`config.mk`:
```
export PLATFORM = sky130hd
export DESIGN_NAME = key_value_dictionary_table_top
export DESIGN_NICKNAME = d
export VERILOG_FILES = /design/src/rtl/kvdt_pkg.sv /design/src/rtl/key_value_dictionary_table_top.sv /design/src/rtl/kvdt_ctrl.sv /design/src/rtl/kvdt_dpath.sv
export SDC_FILE = /design/constraint.sdc
export NUM_CORES = 1
export LEC_CHECK = 0
export BUFFER_PORTS_ARGS = -buffer_cell sky130_fd_sc_hd__buf_2
export CORE_UTILIZATION = 60
export CTS_CLUSTER_SIZE = 12
export DETAILED_ROUTE_END_ITERATION = 8
export PLACE_DENSITY = 0.75
export SETUP_SLACK_MARGIN = 0.02
export SYNTH_ARGS = -nofsm -noshare
export SYNTH_HDL_FRONTEND = slang
export SYNTH_SLANG_ARGS = --single-unit
```
`constraint.sdc`:
```
create_clock -name i_clk -period 8.59 [get_ports i_clk]
set_input_delay 2.577 -clock i_clk [delete_from_list [all_inputs] [get_ports i_clk]]
set_output_delay 2.577 -clock i_clk [all_outputs]
set_load 0.1 [all_outputs]
```
`src/rtl/kvdt_pkg.sv`:
```
// kvdt_pkg: shared types, codes and defaults for the key/value dictionary table
`timescale 1ns / 1ps
`default_nettype none
package kvdt_pkg;

    // default table depth
    localparam int DEFAULT_CAPACITY = 16;

    localparam int KEY_W    = 32;
    localparam int VAL_W    = 32;
    localparam int OP_W     = 2;
    localparam int STATUS_W = 3;

    // operation codes
    localparam logic [OP_W-1:0] OP_INSERT = 2'd0;
    localparam logic [OP_W-1:0] OP_SEARCH = 2'd1;
    localparam logic [OP_W-1:0] OP_DELETE = 2'd2;

    // result status codes
    localparam logic [STATUS_W-1:0] ST_INSERTED  = 3'd0;
    localparam logic [STATUS_W-1:0] ST_UPDATED   = 3'd1;
    localparam logic [STATUS_W-1:0] ST_FOUND     = 3'd2;
    localparam logic [STATUS_W-1:0] ST_NOT_FOUND = 3'd3;
    localparam logic [STATUS_W-1:0] ST_DELETED   = 3'd4;
    localparam logic [STATUS_W-1:0] ST_FULL      = 3'd5;

    // input transaction payload
    typedef struct packed {
        logic [OP_W-1:0]         operation;
        logic signed [KEY_W-1:0] lookup_key;
        logic signed [VAL_W-1:0] new_value;
    } t_in;

    // output transaction payload
    typedef struct packed {
        logic [STATUS_W-1:0]     status;
        logic signed [VAL_W-1:0] found_value;
    } t_out;

    // controller to datapath commands
    typedef struct packed {
        logic clear_en;
        logic start;
        logic scan_en;
        logic exec;
    } t_cmd;

    // datapath to controller status
    typedef struct packed {
        logic clear_done;
        logic scan_done;
        logic out_free;
    } t_sts;

endpackage
`default_nettype wire

```
`src/rtl/key_value_dictionary_table_top.sv`:
```
// key_value_dictionary_table_top: dictionary table with insert, search and delete
//
//   channel | direction | handshake          | payload
//   --------+-----------+--------------------+--------------------------------------
//   input   | in        | i_valid / o_ready  | i_data: operation, lookup_key, new_value
//   output  | out       | o_valid / i_ready  | o_data: status, found_value
//
// Each operation is accepted, then every entry is streamed out of the single
// read port of the entry memory and compared, and then the result is written
// back and loaded into the output register.
// After reset a clearing pass marks all entries free; o_ready stays low
// meanwhile. The next operation is accepted while a result still waits in
// the output register; a stall holds only the execute step.
`timescale 1ns / 1ps
`default_nettype none
module key_value_dictionary_table_top #(
    parameter int CAPACITY = kvdt_pkg::DEFAULT_CAPACITY
) (
    input  wire logic        i_clk,
    input  wire logic        i_rst_n,
    input  wire logic        i_valid,
    output logic             o_ready,
    input  wire kvdt_pkg::t_in i_data,
    output logic             o_valid,
    input  wire logic        i_ready,
    output kvdt_pkg::t_out   o_data
);
    import kvdt_pkg::*;

    t_cmd cmd;
    t_sts sts;

    // sequencing
    kvdt_ctrl u_ctrl (
        .i_clk   (i_clk),
        .i_rst_n (i_rst_n),
        .i_valid (i_valid),
        .o_ready (o_ready),
        .i_sts   (sts),
        .o_cmd   (cmd)
    );

    // storage and compare
    kvdt_dpath #(
        .CAPACITY (CAPACITY)
    ) u_dpath (
        .i_clk   (i_clk),
        .i_rst_n (i_rst_n),
        .i_cmd   (cmd),
        .o_sts   (sts),
        .i_data  (i_data),
        .o_valid (o_valid),
        .i_ready (i_ready),
        .o_data  (o_data)
    );

endmodule
`default_nettype wire

```
`src/rtl/kvdt_ctrl.sv`:
```
// kvdt_ctrl: sequencing state machine for clear, scan and execute phases
`timescale 1ns / 1ps
`default_nettype none
module kvdt_ctrl (
    input  wire logic          i_clk,
    input  wire logic          i_rst_n,
    input  wire logic          i_valid,
    output logic               o_ready,
    input  wire kvdt_pkg::t_sts i_sts,
    output kvdt_pkg::t_cmd     o_cmd
);
    import kvdt_pkg::*;

    typedef enum logic [3:0] {
        S_CLEAR = 4'b0001,
        S_IDLE  = 4'b0010,
        S_SCAN  = 4'b0100,
        S_EXEC  = 4'b1000
    } t_state;

    t_state r_state;
    t_state n_state;

    // next state
    always_comb begin
        n_state = r_state;
        case (r_state)
            S_CLEAR: if (i_sts.clear_done) n_state = S_IDLE;
            S_IDLE:  if (i_valid)          n_state = S_SCAN;
            S_SCAN:  if (i_sts.scan_done)  n_state = S_EXEC;
            S_EXEC:  if (i_sts.out_free)   n_state = S_IDLE;
            default:                       n_state = S_CLEAR;
        endcase
    end

    // state register
    always_ff @(posedge i_clk) begin
        if (!i_rst_n) begin
            r_state <= S_CLEAR;
        end else begin
            r_state <= n_state;
        end
    end

    // commands to the datapath
    always_comb begin
        o_ready        = (r_state == S_IDLE);
        o_cmd.clear_en = (r_state == S_CLEAR);
        o_cmd.start    = (r_state == S_IDLE) && i_valid;
        o_cmd.scan_en  = (r_state == S_SCAN);
        o_cmd.exec     = (r_state == S_EXEC) && i_sts.out_free;
    end

endmodule
`default_nettype wire

```
`src/rtl/kvdt_dpath.sv`:
```
// kvdt_dpath: entry memory, key scan, update logic and output register
`timescale 1ns / 1ps
`default_nettype none
module kvdt_dpath #(
    parameter int CAPACITY = kvdt_pkg::DEFAULT_CAPACITY
) (
    input  wire logic          i_clk,
    input  wire logic          i_rst_n,
    input  wire kvdt_pkg::t_cmd i_cmd,
    output kvdt_pkg::t_sts     o_sts,
    input  wire kvdt_pkg::t_in i_data,
    output logic               o_valid,
    input  wire logic          i_ready,
    output kvdt_pkg::t_out     o_data
);
    import kvdt_pkg::*;

    localparam int IDX_W  = (CAPACITY > 1) ? $clog2(CAPACITY) : 1;
    localparam int WORD_W = 1 + KEY_W + VAL_W;
    localparam logic [IDX_W-1:0] LAST_IDX = IDX_W'(CAPACITY - 1);

    // memory word: {valid, key, value}
    logic [WORD_W-1:0] r_mem [CAPACITY];
    logic [WORD_W-1:0] r_rdata;

    // captured operation
    logic [OP_W-1:0]  r_op;
    logic [KEY_W-1:0] r_key;
    logic [VAL_W-1:0] r_val;

    // scan control
    logic [IDX_W-1:0] r_clr_idx;
    logic [IDX_W-1:0] r_rd_idx;
    logic             r_issued_all;
    logic             r_cmp_vld;
    logic [IDX_W-1:0] r_cmp_idx;

    // scan results
    logic             r_hit;
    logic [IDX_W-1:0] r_hit_idx;
    logic [VAL_W-1:0] r_hit_value;
    logic             r_free;
    logic [IDX_W-1:0] r_free_idx;

    // output register
    logic r_out_valid;
    t_out r_out;

    // execute-phase decisions
    logic             wr_en;
    logic [IDX_W-1:0] wr_addr;
    logic [WORD_W-1:0] wr_word;
    logic [STATUS_W-1:0] ex_status;
    logic [VAL_W-1:0] ex_value;

    logic             rd_valid_bit;
    logic [KEY_W-1:0] rd_key;
    logic [VAL_W-1:0] rd_value;

    assign rd_valid_bit = r_rdata[WORD_W-1];
    assign rd_key       = r_rdata[KEY_W+VAL_W-1:VAL_W];
    assign rd_value     = r_rdata[VAL_W-1:0];

    // status to the controller
    always_comb begin
        o_sts.clear_done = (r_clr_idx == LAST_IDX);
        o_sts.scan_done  = r_cmp_vld && (r_cmp_idx == LAST_IDX);
        o_sts.out_free   = !r_out_valid || i_ready;
    end

    // decide result and memory write for the current operation
    always_comb begin
        ex_status = ST_NOT_FOUND;
        ex_value  = '0;
        wr_en     = 1'b0;
        wr_addr   = r_hit_idx;
        wr_word   = {1'b1, r_key, r_val};
        case (r_op)
            OP_INSERT: begin
                if (r_hit) begin
                    ex_status = ST_UPDATED;
                    wr_en     = i_cmd.exec;
                end else if (r_free) begin
                    ex_status = ST_INSERTED;
                    wr_en     = i_cmd.exec;
                    wr_addr   = r_free_idx;
                end else begin
                    ex_status = ST_FULL;
                end
            end
            OP_SEARCH: begin
                if (r_hit) begin
                    ex_status = ST_FOUND;
                    ex_value  = r_hit_value;
                end
            end
            OP_DELETE: begin
                if (r_hit) begin
                    ex_status = ST_DELETED;
                    wr_en     = i_cmd.exec;
                    wr_word   = {1'b0, r_key, r_val};
                end
            end
            default: begin
                ex_status = ST_NOT_FOUND;
            end
        endcase
        // clearing pass after reset
        if (i_cmd.clear_en) begin
            wr_en   = 1'b1;
            wr_addr = r_clr_idx;
            wr_word = {1'b0, r_key, r_val};
        end
    end

    // entry memory: one write port, one registered read port
    always_ff @(posedge i_clk) begin
        if (wr_en) begin
            r_mem[wr_addr] <= wr_word;
        end
        r_rdata <= r_mem[r_rd_idx];
    end

    // capture the accepted transaction
    always_ff @(posedge i_clk) begin
        if (i_cmd.start) begin
            r_op  <= i_data.operation;
            r_key <= i_data.lookup_key;
            r_val <= i_data.new_value;
        end
    end

    // clear sweep counter
    always_ff @(posedge i_clk) begin
        if (!i_rst_n) begin
            r_clr_idx <= '0;
        end else if (i_cmd.clear_en && (r_clr_idx != LAST_IDX)) begin
            r_clr_idx <= r_clr_idx + 1'b1;
        end
    end

    // read address sequencing, one entry per cycle
    always_ff @(posedge i_clk) begin
        if (!i_rst_n) begin
            r_rd_idx     <= '0;
            r_issued_all <= 1'b0;
            r_cmp_vld    <= 1'b0;
        end else if (i_cmd.start) begin
            r_rd_idx     <= '0;
            r_issued_all <= 1'b0;
            r_cmp_vld    <= 1'b0;
        end else begin
            r_cmp_vld <= i_cmd.scan_en && !r_issued_all;
            if (i_cmd.scan_en && !r_issued_all) begin
                r_cmp_idx <= r_rd_idx;
                if (r_rd_idx == LAST_IDX) begin
                    r_issued_all <= 1'b1;
                end else begin
                    r_rd_idx <= r_rd_idx + 1'b1;
                end
            end
        end
    end

    // compare registered entry against the key, track first free entry
    always_ff @(posedge i_clk) begin
        if (!i_rst_n) begin
            r_hit  <= 1'b0;
            r_free <= 1'b0;
        end else if (i_cmd.start) begin
            r_hit  <= 1'b0;
            r_free <= 1'b0;
        end else if (r_cmp_vld) begin
            if (rd_valid_bit && (rd_key == r_key)) begin
                r_hit       <= 1'b1;
                r_hit_idx   <= r_cmp_idx;
                r_hit_value <= rd_value;
            end
            if (!rd_valid_bit && !r_free) begin
                r_free     <= 1'b1;
                r_free_idx <= r_cmp_idx;
            end
        end
    end

    // output register
    always_ff @(posedge i_clk) begin
        if (!i_rst_n) begin
            r_out_valid <= 1'b0;
        end else if (i_cmd.exec) begin
            r_out_valid <= 1'b1;
        end else if (i_ready) begin
            r_out_valid <= 1'b0;
        end
    end

    always_ff @(posedge i_clk) begin
        if (i_cmd.exec) begin
            r_out.status      <= ex_status;
            r_out.found_value <= ex_value;
        end
    end

    assign o_valid = r_out_valid;
    assign o_data  = r_out;

endmodule
`default_nettype wire

```
# Word-level counts from Yosys, hierarchy flattened
# Memory sizes are Yosys's and may differ from the RTL's. A register that Yosys moved wholly into a read port is not among the register bits.
# Index checks and enable logic that the tools add are counted.
[word_totals]
reg_bits = 162
out_inout_bits = 37
mem_bits_rw = 1040
latchBits = 0
n_memories = 1
inputBits = 70
rom_bits = 0
word_cells = 88
[memory_table]
columns = ["name", "depth", "word_bits", "rd", "rd_ports_with_merged_regs", "write_ports", "line", "rtl"]
rows = [
  ["u_dpath.r_mem", 16, 65, 1, 1, 1, "kvdt_dpath.sv:23", "logic [WORD_W-1:0] r_mem [CAPACITY];"],
]
[classes]
n_eq_ne = 15
shifts = 0
n_div = 0
n_bitwise = 3
n_addsub = 2
mux = 26
mul = 0
n_reduce_logical = 24
magnitude_cmp = 0
[op_table]
columns = ["operator", "count"]
rows = [
  ["65-bit 2-to-1 mux", 3],
  ["32-bit == test", 1],
  ["4-bit 2-to-1 mux", 8],
  ["4-bit == test, second input constant", 4],
  ["4-bit one-hot mux with 4 select lines", 1],
  ["4-bit AND reduction", 3],
  ["2-bit AND reduction", 5],
  ["1-bit 2-to-1 mux", 9],
  ["3-bit 2-to-1 mux", 3],
  ["3-bit one-hot mux with 3 select lines", 1],
  ["4-bit by 1-bit adder with 4-bit output, second input constant", 2],
  ["1-bit logical AND", 7],
  ["2-bit inequality test, second input constant", 3],
  ["4-bit by 1-bit == test with 1-bit output, second input constant", 1],
  ["4-bit by 2-bit == test with 1-bit output, second input constant", 1],
  ["4-bit by 3-bit == test with 1-bit output, second input constant", 1],
  ["1-bit zero test", 4],
  ["4-bit inequality test, second input constant", 1],
  ["1-bit inverter", 3],
  ["3-bit AND reduction", 1],
  ["2-bit by 1-bit == test with 1-bit output, second input constant", 1],
  ["2-bit == test, second input constant", 1],
  ["2-bit zero test", 1],
  ["2-bit by 1-bit inequality test with 1-bit output, second input constant", 1],
  ["other kinds (4)", 4],
]

# Depth between registers and ports, before layout
[logic_depth]
ltp_word = 9
ltp_mapped = 8

# Modules after synthesis
# From an unflattened synthesis, not the netlist that was laid out.
[unflattened]
hier_cells = 2109
hier_area_um2 = 46951.3
[modules_own_cells]
columns = ["module", "area_each_um2", "instances", "cells_per_inst"]
rows = [
  ["kvdt_dpath", 46634.7, 1, 2069],
  ["kvdt_ctrl", 316.6, 1, 40],
]

# Worst setup path before layout
# OpenSTA, ideal clock, no wires.
[synth_timing]
path_type = "input to register"
from = "input i_valid"
to = "register u_dpath.r_hit_idx[0], enable pin"
setup_time_ns = 0.522
arrival_time_ns = 6.251
setup_slack_ns = 1.818
path_stages = 3
path_buffers = 0
cell_sequence = "nand2_1 -> nand2_1 -> nor4_1"
[synth_between]
elab_chain_cells = 3
[synth_lines]
columns = ["item", "line", "rtl"]
rows = [
  ["start, declared", "key_value_dictionary_table_top.sv:21", "input wire logic i_valid,"],
  ["1-bit logical AND", "kvdt_ctrl.sv:49", "o_cmd.start = (r_state == S_IDLE) && i_valid;"],
  ["1-bit inverter (no source line)", "--", ""],
  ["4-bit AND reduction (no source line)", "--", ""],
  ["end signal, assigned", "kvdt_dpath.sv:176", "r_hit_idx <= r_cmp_idx;"],
  ["end, declared", "kvdt_dpath.sv:40", "logic [IDX_W-1:0] r_hit_idx;"],
]
# Every way passes these cells.
# A chain may end at the register's enable or synchronous reset.

# Worst setup path after layout
[layout_timing]
from = "input i_ready"
to = "memory u_dpath.r_mem[0][54] (netlist bit), enable pin"
[layout_between]
elab_chain_cells = 8
elab_cells_between_ends = 9
classes_between = "7 x mux; 2 x reduce/logical"
[layout_lines]
columns = ["item", "line", "rtl"]
rows = [
  ["start, declared", "key_value_dictionary_table_top.sv:25", "input wire logic i_ready,"],
  ["1-bit logical OR *", "kvdt_dpath.sv:68", "o_sts.out_free = !r_out_valid || i_ready;"],
  ["1-bit logical AND *", "kvdt_ctrl.sv:51", "o_cmd.exec = (r_state == S_EXEC) && i_sts.out_free;"],
  ["1-bit 2-to-1 mux", "kvdt_dpath.sv:83", "end else if (r_free) begin"],
  ["1-bit 2-to-1 mux", "kvdt_dpath.sv:80", "if (r_hit) begin"],
  ["1-bit one-hot mux with 2 select lines *", "kvdt_dpath.sv:78", "case (r_op)"],
  ["1-bit 2-to-1 mux *", "kvdt_dpath.sv:109", "if (i_cmd.clear_en) begin"],
  ["1-bit 2-to-1 mux *", "kvdt_dpath.sv:118", "if (wr_en) begin"],
  ["1-bit 2-to-1 mux (not written as such) *", "kvdt_dpath.sv:119", "r_mem[wr_addr] <= wr_word;"],
  ["end, declared", "kvdt_dpath.sv:23", ""],
]
# Every way passes the cells marked *; elsewhere a longest branch is shown, timed or not.

==> impl_metrics.yaml <==
run_status:
  status: "finished, final reports clean"
drt:
  dr_wl_met3_um: 7261
  vias: 22520
  wl_met2_um: 47980
  met1Wirelength_um: 39470
  viasPerCell: 6.325
  first_pass_iters: 5
  ant_nets: 0
  wl_per_cell_um: 27.25
  drtIter0Drc: 2316
  postRouteWirelength_um: 97020
  route.detailed.drc: 0
  top_layer: "met4"
yosys:
  synth_cells: 2235
  synth_warnings: 0
  postSynth.asyncResetShare_pct: 0
  yosysSeqAreaShare_pct: 79.48
  ys_ff_latch: 1267
  netlist_area_mm2: 0.04684
  synth_edf_count: 1185
  synth_area_per_cell_um2: 20.96
  ys_types: 52
  ys.flop_type: "edfxtp_1"
  synth_fp_nets: 2307
timing:
  report.final.setup_viol: 0
  slew_headroom_pct: 7.798
  rsz0062_at_grt: "false"
  fin_crit_sh_pct: 58.03
  hold_violations: 0
  fmax_ghz: 0.2006
  slew_viol_final: 0
  holdWs_ns: 0.4022
  worst_pin_slew_ns: 1.380
  finalClockSkew_ns: 0.02399
  timing.setup.tns_ns: 0
  min_period_ns: 4.985
min_path:
  whs_path_depth: 0
  hold_path.class: "flop to flop"
  hold_start: "u_dpath.r_rdata[31]"
  holdPathEnd: "u_dpath.r_hit_value[31]"
placed_design:
  io_buffers: 106
  place_hpwl_um: 50990
  place_congestion: 0.7745
finish:
  antenna_cells: 0
  area_delta_synth_final_pct: 12.61
  drive_gt1_share_pct: 27.10
  fin_nets: 2487
  nFillCells: 4758
power_and_ir_drop:
  switching_share_pct: 19.59
  power_leakage_nw: 16.51
  clkPwrFrac_pct: 42.6
  ir_drop_v: 0.0001995
  seqPwrFrac_pct: 55.6
  powerDensity_mw_per_mm2: 233.2
  cellInternalPower_w: 0.009892
  combPwrFrac_pct: 1.8
  p_sw_w: 0.002410
grt:
  grt_pass1_wl_um: 146000
  grt_max_degree: 140
  grt_pass1_vias: 23340
  antenna_found_initial: 0
  overflow: 0
  grt_usage_pct: 25.32
setup_path:
  r2r_cells: 6
  slowest_stage: "nor2_4"
  critical_path.max_fanout: 37
  cp.depth: 7
  reg2reg_to: "u_dpath.r_mem[0][54]"
  crit_buf_inv: 2
  cpLargestDelayFamily: "simple AND/OR/NAND/NOR gates"
  endpoint_kind: "flop"
  timing.rr.start: "u_dpath.r_op[1]"
  required_ns: 8.93
  crit_chain: "buf_2 -> nor2b_1 -> a2111oi_4 -> a21oi_1 -> nand2b_1 -> nor2_4 -> buf_4"
  critPathArrivalTime_ns: 5.33
  r2r_setup_slack_ns: 4.28
  critical_path_class: "primary input to flop"
  worstSetupStartpointType: "primary input"
  critPathMaxStageDelay_ns: 1.00
cts:
  cts_buffer_depth: 3
  cts_hold_buf: 0
  numCtsBuffers: 130
  cts-root-buf: "clkbuf_16"
  post-cts-setup-buffers: 0
  h-tree-depth: 4
  path_clk_slew_ns: 0.06
  clock_latency_ns: 0.72
  cts.repair.resized: 0
  cts_tree: "yes"
  clock-sinks: 1267
floorplan:
  start_util_pct: 60.56
  die_h_um: 281.4
  core_area_mm2: 0.07734
  io_pins: 107
  dieArea_mm2: 0.07918
  fp.dieW_um: 281.4
  std_cell_rows: 102
run:
  drv_cap: 0
## per-stage QoR
step / worst slack [ns] / util (%) / cells / power (W) / instance area [µm²]
after floorplan: 1.818 / - / 2235 / 0.007086 / 46840
after global placement: 2.946 / 63.07 / 3323 / 0.007174 / 48780
after detailed placement: 2.840 / 63.07 / 3323 / 0.007188 / 48780
after CTS: 3.587 / 68.20 / 3560 / 0.01238 / 52750
after global routing: 3.482 / 68.20 / 3560 / 0.01264 / 52750
final: 3.605 / 68.20 / 3560 / 0.01230 / 52750
## metal layers
metal | up-vias | GRT usage [%]
li1 | 9506 | -
met1 | 11800 | 35.51
met2 | 1049 | 40.50
met3 | 161 | 5.295
met4 | 0 | 8.027
met5 | - | 0
## cell usage after synthesis, drive strengths merged, types with 2 or more instances
| cell | number | share of area, % |
|---|---|---|
| edfxtp | 1185 | 76 |
| mux4 | 195 | 9.4 |
| mux2 | 132 | 3.2 |
| dfxtp | 82 | 3.5 |
| nor2 | 78 | 0.63 |
| o21ai | 68 | 0.73 |
| buf | 58 | 0.61 |
| clkbuf | 54 | 0.44 |
| a21oi | 53 | 0.57 |
| a22oi | 45 | 0.72 |
| o22ai | 45 | 0.60 |
| and2 | 33 | 0.44 |
| inv | 26 | 0.21 |
| nor2b | 23 | 0.31 |
| a221o | 20 | 0.43 |
| o221ai | 20 | 0.37 |
| xnor2 | 19 | 0.36 |
| xor2 | 17 | 0.32 |
| nand2 | 13 | 0.10 |
| nor3 | 9 | 0.11 |
| nand3 | 6 | 0.064 |
| nor4b | 6 | 0.14 |
| mux2i | 5 | 0.11 |
| nand4 | 5 | 0.067 |
| nor4 | 5 | 0.067 |
| a31oi | 4 | 0.053 |
| nand2b | 4 | 0.053 |
| nor3b | 4 | 0.064 |
| a21boi | 3 | 0.048 |
| or4b | 3 | 0.072 |
| ha | 2 | 0.053 |
## cells in the final DEF (no fill, tap or decap), drive strengths merged, types with 6 or more instances in the layout
cell type  Yosys  routed
buf           58     160
mux4         195     195
a21oi         53      53
o22ai         45      45
nand2         13      13
mux2         132     132
o21ai         68      68
and2          33      33
edfxtp      1185    1185
dfxtp         82      82
a22oi         45      45
o221ai        20      20
a221o         20      20
clkinv         1      18
inv           26      32
xnor2         19      19
clkbuf        54     213
nor4b          6       6
xor2          17      17
nor2b         23      23
nor3           9       9
nand3          6       6
nor2          78      78
## cell type report
type / count / area, µm² / area share (%)
sequential: 1267 / 37240 / 70.60
multi-input combinational: 829 / 9179 / 17.40
clock buffer: 213 / 3769 / 7.145
tap: 1040 / 1301 / 2.467
timing repair buffer: 160 / 960.9 / 1.822
clock inverter: 24 / 196.4 / 0.3724
inverter: 27 / 102.6 / 0.1945
## worst reg2reg max path, cell delays in order, from the launching register on
cell and delay (ns):
edfxtp_1 0.52, nor4b_4 0.54, mux2_2 0.39, mux2i_1 0.41, nand2b_1 0.35, nor2_4 1.00, buf_4 0.67
## sequential cells by signal (all words and copies together) (netlist names), 2 cells and up
register / count
u_dpath.r_mem: 1040
u_dpath.r_rdata: 65
u_dpath.o_data: 35
u_dpath.r_hit_value: 32
u_dpath.r_key: 32
u_dpath.r_val: 32
u_ctrl.r_state: 4
u_dpath.r_clr_idx: 4
u_dpath.r_cmp_idx: 4
u_dpath.r_free_idx: 4
u_dpath.r_hit_idx: 4
u_dpath.r_rd_idx: 4
u_dpath.r_op: 2
## power groups by stage
stage / Sequential (W) / Combinational, W / Clock (W)
2_1_floorplan: 0.00696 / 0.000125 / 0
3_3_place_gp: 0.00696 / 0.000217 / 0
3_5_place_dp: 0.00697 / 0.000222 / 0
4_1_cts: 0.00684 / 0.000224 / 0.00531
5_1_grt: 0.00684 / 0.000237 / 0.00555
6_report: 0.00684 / 0.000220 / 0.00524
## cells by family (layout without fill, tap and decap cells)
family / after synthesis / in the layout / synth area share [%]
XOR/XNOR: 36 / 36 / 0.6732
AND/OR/NAND/NOR: 195 / 195 / 2.217
adder cells (fa/ha/maj): 2 / 2 / 0.05342
AO/OA/AOI/OAI: 264 / 264 / 3.662
flip-flops: 1267 / 1267 / 79.48
multiplexers: 332 / 332 / 12.66
buffers and inverters: 139 / 424 / 1.258
## worst max path at each step
stage | startpoint | end
final | i_ready | u_dpath.r_mem[0][54]
after global routing | i_ready | u_dpath.r_mem[0][7]
after CTS | i_ready | u_dpath.r_mem[0][62]
after detailed placement | i_ready | u_dpath.r_mem[0][54]
after global placement | i_ready | u_dpath.r_mem[0][42]
after floorplan | i_valid | u_dpath.r_hit_idx[0]
Power figures use the tool's default switching activity.
